File: config.mk
export PLATFORM = sky130hd
export DESIGN_NAME = tcpu_queue
export DESIGN_NICKNAME = d
export VERILOG_FILES = /design/src/tcpu_pkg.sv /design/src/tcpu_queue.sv
export VERILOG_INCLUDE_DIRS = /design/src /design/src/src
export SDC_FILE = /design/constraint.sdc
export NUM_CORES = 1
export LEC_CHECK = 0
export ABC_AREA = 1
export BUFFER_PORTS_ARGS = -buffer_cell sky130_fd_sc_hd__buf_2
export CAP_MARGIN = 20
export CORE_ASPECT_RATIO = 1.1
export CORE_MARGIN = 2
export CORE_UTILIZATION = 40
export DETAILED_ROUTE_END_ITERATION = 10
export HOLD_SLACK_MARGIN = 0.02
export PLACE_DENSITY = 0.64
export SKIP_LAST_GASP = 1
export SLEW_MARGIN = 25
export SYNTH_ARGS = -nofsm -noshare
export SYNTH_HDL_FRONTEND = slang
export SYNTH_SLANG_ARGS = --single-unit
File: constraint.sdc
create_clock -name clk -period 3.61 [get_ports clk]
set_clock_uncertainty 0.2 [all_clocks]
set_input_delay 0.722 -clock clk [delete_from_list [all_inputs] [get_ports clk]]
set_output_delay 0.722 -clock clk [all_outputs]
set_load 0.02 [all_outputs]
File: src/toy_cpu_execute_unit_core_assert.svh
`ifndef TOY_CPU_EXECUTE_UNIT_CORE_ASSERT_SVH
`define TOY_CPU_EXECUTE_UNIT_CORE_ASSERT_SVH

// same-cycle implication, checked on every clock edge out of reset
`define TCPU_ASSERT_IMPLY(label, cond, conseq, msg) \
  label: assert property (@(posedge clk) disable iff (rst) (cond) |-> (conseq)) \
    else $error(msg);

// next-cycle implication
`define TCPU_ASSERT_NEXT(label, cond, conseq, msg) \
  label: assert property (@(posedge clk) disable iff (rst) (cond) |=> (conseq)) \
    else $error(msg);

`endif

File: src/tcpu_pkg.sv
`timescale 1ns / 1ps

package tcpu_pkg;

  localparam int OP_W          = 4;
  localparam int REG_W         = 4;
  localparam int DATA_W        = 32;
  localparam int BYTE_W        = 8;
  localparam int REASON_W      = 3;
  localparam int NUM_BYTE_REGS = 4;
  localparam int NUM_WIDE_REGS = 6;
  localparam int BIDX_W        = 2;
  localparam int WIDX_W        = 3;
  localparam int QUEUE_DEPTH   = 2;

  localparam logic [OP_W-1:0] OP_SET   = 4'd0;
  localparam logic [OP_W-1:0] OP_SUM   = 4'd1;
  localparam logic [OP_W-1:0] OP_SUB   = 4'd2;
  localparam logic [OP_W-1:0] OP_JNZ   = 4'd3;
  localparam logic [OP_W-1:0] OP_SLEEP = 4'd4;
  localparam logic [OP_W-1:0] OP_EXIT  = 4'd10;

  localparam logic [REG_W-1:0] REG_AX  = 4'd0;
  localparam logic [REG_W-1:0] REG_EAX = 4'd4;
  localparam logic [REG_W-1:0] REG_PC  = 4'd10;

  typedef enum logic [2:0] {
    UK_NOP,
    UK_SET,
    UK_ADD,
    UK_SUB,
    UK_JNZ,
    UK_EVICT
  } uop_kind_t;

  typedef enum logic [1:0] {
    RC_BYTE,
    RC_WIDE,
    RC_PC,
    RC_NONE
  } reg_class_t;

  typedef struct packed {
    uop_kind_t             kind;
    logic [REG_W-1:0]      dest;
    logic [REG_W-1:0]      src;
    logic [DATA_W-1:0]     imm;
    logic [REASON_W-1:0]   reason;
  } uop_t;

  function automatic reg_class_t reg_class(input logic [REG_W-1:0] code);
    reg_class_t rc;
    if (code < REG_EAX) begin
      rc = RC_BYTE;
    end else if (code < REG_PC) begin
      rc = RC_WIDE;
    end else if (code == REG_PC) begin
      rc = RC_PC;
    end else begin
      rc = RC_NONE;
    end
    return rc;
  endfunction

  function automatic logic [BIDX_W-1:0] byte_idx(input logic [REG_W-1:0] code);
    logic [REG_W-1:0] off;
    off = code - REG_AX;
    return off[BIDX_W-1:0];
  endfunction

  function automatic logic [WIDX_W-1:0] wide_idx(input logic [REG_W-1:0] code);
    logic [REG_W-1:0] off;
    off = code - REG_EAX;
    return off[WIDX_W-1:0];
  endfunction

  function automatic logic [DATA_W-1:0] zext_byte(input logic [BYTE_W-1:0] b);
    return {{(DATA_W-BYTE_W){1'b0}}, b};
  endfunction

endpackage

File: src/tcpu_queue.sv
`timescale 1ns / 1ps
`include "toy_cpu_execute_unit_core_assert.svh"

module tcpu_queue import tcpu_pkg::*; #(
  parameter int DEPTH = QUEUE_DEPTH
) (
  input  logic clk,
  input  logic rst,
  input  logic push_valid,
  output logic push_ready,
  input  uop_t push_data,
  output logic pop_valid,
  input  logic pop_ready,
  output uop_t pop_data
);

  localparam int PTR_W = $clog2(DEPTH);
  localparam int CNT_W = $clog2(DEPTH + 1);

  uop_t entries [DEPTH];
  logic [PTR_W-1:0] wr_ptr;
  logic [PTR_W-1:0] rd_ptr;
  logic [CNT_W-1:0] count;
  logic push;
  logic pop;

  assign push_ready = count != CNT_W'(DEPTH);
  assign pop_valid  = count != '0;
  assign pop_data   = entries[rd_ptr];
  assign push       = push_valid && push_ready;
  assign pop        = pop_valid && pop_ready;

  always_ff @(posedge clk) begin
    if (rst) begin
      wr_ptr <= '0;
      rd_ptr <= '0;
      count  <= '0;
    end else begin
      if (push) begin
        wr_ptr <= (wr_ptr == PTR_W'(DEPTH - 1)) ? '0 : wr_ptr + 1'b1;
      end
      if (pop) begin
        rd_ptr <= (rd_ptr == PTR_W'(DEPTH - 1)) ? '0 : rd_ptr + 1'b1;
      end
      if (push && !pop) begin
        count <= count + 1'b1;
      end else if (pop && !push) begin
        count <= count - 1'b1;
      end
    end
  end

  always_ff @(posedge clk) begin
    if (push) begin
      entries[wr_ptr] <= push_data;
    end
  end

  `TCPU_ASSERT_IMPLY(a_count_bound, 1'b1, count <= CNT_W'(DEPTH), "queue count above depth")
  `TCPU_ASSERT_NEXT(a_pop_drains, pop && !push, count == $past(count) - 1'b1, "pop lost")

endmodule

==> results.yml, run 1 <==
setup_path:
  cp_top_family: "flip-flops"
  slowest_delay_ps: 910
  worstSetupPathType: "flip-flop to output pin"
  critPathSlowestCell: "dfxtp_4"
  cp.required_ps: 2690
  cp_max_fo: 46
  crit_chain: "mux2_2 > buf_2"
  cp-end-kind: "output pin"
  cp.arrival_ps: 1870
  cp_num_buf_inv: 1
  start_kind: "flip-flop"
timing:
  max_freq_mhz: 358
  hold_viol_final: 0
  slew_headroom_pct: 43.1
  period_needed_ps: 2790
  worstMarginPinSlew_ps: 854
  finalCritPeriodShare_pct: 77.3
  setup_viol: 0
  fin_tns_setup_ps: 0
  finalMaxSlewViolations: 0
  rsz0062_at_grt: "no"
min_path:
  hold_path.class: "flip-flop to flip-flop"
synth:
  synth_simple_gate_area_share_pct: 2.03
  syn-num-nets: 231
  avgSynthCellArea_um2: 20.9
  synth-edff-count: 92
  yosys_register_bits: 97
  yosysSeqAreaShare_pct: 76.1
  synthTopCellsByCount: "edfxtp_1, mux2_4, nand2_1, inv_1, nor2_1"
  ys.warnings.count: 0
  postSynth.asyncResetShare_pct: 0
  ys_types: 14
  synthMuxAreaShare_pct: 17.8
  synth_compound_area_share_pct: 0.532
  synth_top_area_share_pct: 73.5
  synth_top_family_by_area: "multiplexers"
  synth_fa_ha_area_share_pct: 0.333
  ys.flop_type: "edfxtp_1"
  synthCells: 180
  synth_most_common_cell: "edfxtp_1"
  yosysTopAreaCell: "edfxtp_1"
  synthTopCellsByArea: "edfxtp_1, mux2_4, dfxtp_1, buf_12, mux2_2"
  synth_area_um2: 3760
  synth-xor-area-share_pct: 0
floorplanning:
  die_h_um: 106
  coreArea_um2: 9260
  die_x_um: 96.5
  io_pins: 98
  fp-row-count: 37
  initial_utilization_pct: 40.6
  die_area_um2: 10200
power_and_ir_drop:
  p_total_uw: 2960
  power_density_nw_per_um2: 658
  leakage_uw: 0.00177
  ir_drop_mv: 0.337
outcome:
  status: "complete, no violations"
global_route:
  grt_antenna_before_repair: 0
  overflow: 0
  grt_pass1_wl_um: 8990
  grt_max_degree: 47
  grt_usage_pct: 12.2
  grt_pass1_vias: 1841
placed_design:
  io_buffers: 97
  hpwl_um: 3850
  place_congestion: 0.682
routing:
  drtPass1Iterations: 4
  route.detailed.drc: 0
  via_per_inst: 4.57
  wire_per_inst_um: 14.6
  ant_nets: 0
  dr_total_vias: 1863
  drt_iter0_markers: 50
  wl_um: 5980
clock_network:
  cts_buffer_depth: 2
  worstSkewPairLatency_ps: 350
  h-tree-depth: 3
  clk_pin_slew_worst_paths_ps: 80
  postCtsSetupRepairBufs: 0
  cts_resized: 0
  cts_tree: "yes"
  ctsHoldBuffers: 0
  cts_buffers: 9
  clockRootBuffer: "clkbuf_8"
  clkSinkCount: 97
layout:
  nets: 337
  fill_cells: 829
  syn_to_final_growth_pct: 19.8
  drive_gt1_share_pct: 54.3
  antenna_cells: 0
flow_run:
  maxCapViolations: 0
-- worst register-to-register path, delay by kind of cell (launching register included) --
family	cells	cell delay (ps)
flops	1	330
buf+inv	2	430
simple gates	3	770
-- per-stage QoR --
stage / hold WS, ps / worst slack, ps / instances / area, um^2 / utilization (%)
2_1_floorplan: 265 / 207 / 180 / 3760 / -
3_3_place_gp: 284 / 1180 / 392 / 4360 / 47.0
3_5_place_dp: 291 / 1180 / 392 / 4360 / 47.0
4_1_cts: 310 / 778 / 408 / 4510 / 48.7
5_1_grt: 320 / 716 / 408 / 4510 / 48.7
6_report: 309 / 820 / 408 / 4510 / 48.7
-- where the power goes --
part | internal (uW) | leakage [uW] | switching (uW)
sequential | 1420 | 0.000900 | 118
combinational | 396 | 0.000801 | 452
clock | 251 | 0.0000734 | 326
total | 2070 | 0.00177 | 896
-- final timing paths --
check / start / endpoint / slack [ps] / depth (start not counted)
setup / recovery: flip-flop / pop_data[33] / 820 / 2
hold / removal: rd_ptr$_SDFFE_PP0P_ / flip-flop / 310 / 2
setup reg to reg: count[0]$_SDFFE_PP0P_ / entries[0][13]$_DFFE_PP_ / 1560 / 5
hold reg to reg: rd_ptr$_SDFFE_PP0P_ / flip-flop / 310 / 2
-- cell type report --
class,instances,area (um^2),share of cell area [%]
flip-flops and latches,97,2870,63.6
well taps,117,146,3.25
clock inverters,1,3.75,0.0833
inverters,8,30.0,0.666
clock buffers,15,146,3.25
repair buffers,100,520,11.6
multi-input cells,70,792,17.6
-- sequential cells by signal, indices dropped and copies added (netlist names), named ones only --
| register | count |
|---|---|
| rd_ptr | 1 |
| entries | 92 |
| count | 2 |
| wr_ptr | 1 |
-- kinds of logic (layout without fill, tap and decap cells) --
logic type,count (synthesis),after routing
fa+ha+maj,1,1
buf+inv,13,124
compound gates,4,4
mux,46,46
simple gates,19,19
flops,97,97
-- cells in the final DEF, fill, tap and decap left out --
cell	instances
inv_1	8
ha_1	1
dfxtp_1	4
buf_12	1
nand4_1	1
a21oi_1	2
mux2_2	6
dfxtp_4	1
clkinv_1	1
nor2_1	5
mux2_4	40
o21ai_0	2
buf_4	2
buf_2	97
clkbuf_8	9
edfxtp_1	92
clkbuf_1	6
nand2_1	9
nand3_1	2
nor2_4	2
-- per-layer routing --
metal / global-route usage [%] / vias to the layer above / share of wire, %
li1: - / 896 / -
met1: 14.8 / 904 / 41
met2: 19.3 / 56 / 50
met3: 4.65 / 7 / 6.7
met4: 5.43 / 0 / 1.7
met5: 0 / - / 0
(Power assumes the default switching activity.)
==> inputs of run 2 (changes only) <==
--- a/config.mk
+++ b/config.mk
@@ -6,7 +6,7 @@
 export SDC_FILE = /design/constraint.sdc
 export NUM_CORES = 1
 export LEC_CHECK = 0
-export ABC_AREA = 1
+export ABC_AREA = 0
 export BUFFER_PORTS_ARGS = -buffer_cell sky130_fd_sc_hd__buf_2
 export CAP_MARGIN = 20
 export CORE_ASPECT_RATIO = 1.1
@@ -14,7 +14,7 @@
 export CORE_UTILIZATION = 40
 export DETAILED_ROUTE_END_ITERATION = 10
 export HOLD_SLACK_MARGIN = 0.02
-export PLACE_DENSITY = 0.64
+export PLACE_DENSITY = 0.65
 export SKIP_LAST_GASP = 1
 export SLEW_MARGIN = 25
 export SYNTH_ARGS = -nofsm -noshare
==> constraint.sdc (replaced) <==
create_clock -name clk -period 2.7 [get_ports clk]
set_clock_uncertainty 0.2 [all_clocks]
set_input_delay 0.54 -clock clk [delete_from_list [all_inputs] [get_ports clk]]
set_output_delay 0.54 -clock clk [all_outputs]
set_load 0.02 [all_outputs]
==> results.yml, run 2 <==
routing:
  via_per_inst: 4.57
  drt_iter0_markers: 64
  wire_per_inst_um: 14.9
  ant_nets: 0
  dr_total_vias: 1802
  drtPass1Iterations: 4
  route.detailed.drc: 0
  wl_um: 5880
setup_path:
  start_kind: "flip-flop"
  cp.required_ps: 1960
  worstSetupPathType: "flip-flop to output pin"
  cp_max_fo: 28
  cp-end-kind: "output pin"
  cp.arrival_ps: 1580
  timing.rr.end: "entries[0][19]$_DFFE_PP_"
  r2r_cells: 4
  worst_r2r_startpoint: "count[0]$_SDFFE_PP0P_"
  ff2ff_setup_slack_ps: 800
synth:
  ys.warnings.count: 0
  postSynth.asyncResetShare_pct: 0
  ys_types: 18
  synthTopCellsByArea: "edfxtp_1, mux2_2, dfxtp_1, buf_4, xor2_1"
  syn-num-nets: 218
  yosysTopAreaCell: "edfxtp_1"
  yosysSeqAreaShare_pct: 80.9
  synth-edff-count: 92
  synth_top_area_share_pct: 78.1
  yosys_register_bits: 97
  synthTopCellsByCount: "edfxtp_1, mux2_2, dfxtp_1, buf_4"
  synthCells: 167
  ys.flop_type: "edfxtp_1"
  synth_most_common_cell: "edfxtp_1"
  avgSynthCellArea_um2: 21.2
  synth_area_um2: 3540
timing:
  finalCritPeriodShare_pct: 86.1
  hold_viol_final: 0
  finalMaxSlewViolations: 0
  rsz0062_at_grt: "no"
  fin_tns_setup_ps: 0
  setup_viol: 0
  period_needed_ps: 2320
  slew_headroom_pct: 70.3
  max_freq_mhz: 430
  worstMarginPinSlew_ps: 446
clock_network:
  cts_buffers: 9
  worstSkewPairLatency_ps: 340
  cts_tree: "yes"
  cts_resized: 0
  cts_buffer_depth: 2
  h-tree-depth: 3
  ctsHoldBuffers: 0
  postCtsSetupRepairBufs: 0
  clockRootBuffer: "clkbuf_8"
  clk_pin_slew_worst_paths_ps: 90
  clkSinkCount: 97
global_route:
  grt_antenna_before_repair: 1
  grt_max_degree: 30
  grt_pass1_vias: 1808
  grt_usage_pct: 12.7
  overflow: 0
  use_met1_pct: 14.8
  grt_use_met3_pct: 3.73
  use_met2_pct: 21.4
  grt_pass1_wl_um: 8890
  grt.busiest_layer: "met2"
layout:
  stdcell_count: 394
  largest_register: "entries"
  regArea_um2: 2860
  multi_input_area_um2: 638
  syn_to_final_growth_pct: 24.8
  largest_reg_flops: 92
  antenna_cells: 0
  nets: 326
  top_regs: "entries (92), count (2)"
  fill_cells: 742
  layout_common_cells: "buf_2, edfxtp_1, mux2_2, clkbuf_8"
  layout_commonest_cell: "buf_2"
  drive_gt1_share_pct: 60.0
floorplanning:
  coreArea_um2: 8740
  fp-row-count: 36
  io_pins: 98
  initial_utilization_pct: 40.5
  die_area_um2: 9620
  die_x_um: 93.7
  die_h_um: 103
placed_design:
  hpwl_um: 3820
  placedCellCount: 378
  io_buffers: 97
  place_congestion: 0.682
power_and_ir_drop:
  leakage_uw: 0.00166
  p_total_uw: 4170
  ir_drop_mv: 0.378
  power_density_nw_per_um2: 945
min_path:
  hold_path.class: "primary input to flip-flop"
  hold-path-cell-count: 1
  hold-path-endpoint: "entries[0][26]$_DFFE_PP_"
  hp-start: "push_data[26]"
flow_run:
  maxCapViolations: 0
outcome:
  status: "complete, no violations"
run 2: changes by cell type in the layout (fill, tap and decap cells not counted), sizes merged, moves of 2 or more:
cell	before	now
clkbuf	15	9
inv	8	1
bufinv	0	3
nand2	9	0
clkinv	1	4
buf	100	102
nand3	2	0
xor2	0	3
nor2	7	3
run 2: power by group:
group | total (uW) | leakage [uW] | internal, uW | switching [uW]
combinational | 1170 | 0.000638 | 481 | 693
clock | 1070 | 0.000120 | 607 | 463
sequential | 1930 | 0.000901 | 1880 | 52.0
total | 4170 | 0.00166 | 2970 | 1210
run 2: worst max-delay path by stage:
stage	end	slack (ps)	cells past startpoint
final	pop_data[31]	380	3
after global placement	pop_data[31]	720	3
after floorplan	entries[1][0]$_DFFE_PP_	220	2
after CTS	pop_data[31]	320	3
after detailed placement	pop_data[31]	720	3
after global routing	pop_data[31]	270	3
run 2: kinds of logic after synthesis:
logic type	count (synthesis)	synth area share, %
buf+inv	6	1.10
simple gates	9	1.42
mux	46	14.6
flops	97	80.9
xor+xnor	3	0.743
fa+ha+maj	1	0.354
compound gates	5	0.849
run 2: area by class of cell:
cell class,count,share of cell area (%)
Tap cell,114,3.23
Clock buffer,9,2.80
Inverter,1,0.0850
Clock inverter,7,2.46
Timing Repair Buffer,102,12.1
Multi-Input combinational cell,64,14.4
Sequential cell,97,64.8
run 2: through the flow:
| step | utilization (%) | instance area (um^2) | setup slack (ps) | hold WS (ps) |
|---|---|---|---|---|
| 3_5_place_dp | 47.9 | 4180 | 721 | 307 |
| 6_report | 50.5 | 4420 | 375 | 176 |
| 4_1_cts | 50.5 | 4420 | 321 | 153 |
| 2_1_floorplan | - | 3540 | 216 | 271 |
| 5_1_grt | 50.5 | 4420 | 267 | 152 |
| 3_3_place_gp | 47.9 | 4180 | 722 | 288 |
run 2: per-layer routing:
layer,up-vias,wire length [um]
met5,-,13
li1,869,-
met1,864,2430
met2,57,3000
met3,10,350
met4,2,87
run 2: critical path: stages, from the launching register on:
cell and delay [ps]:
dfxtp_2 330, buf_4 340, mux2_2 400, buf_2 160
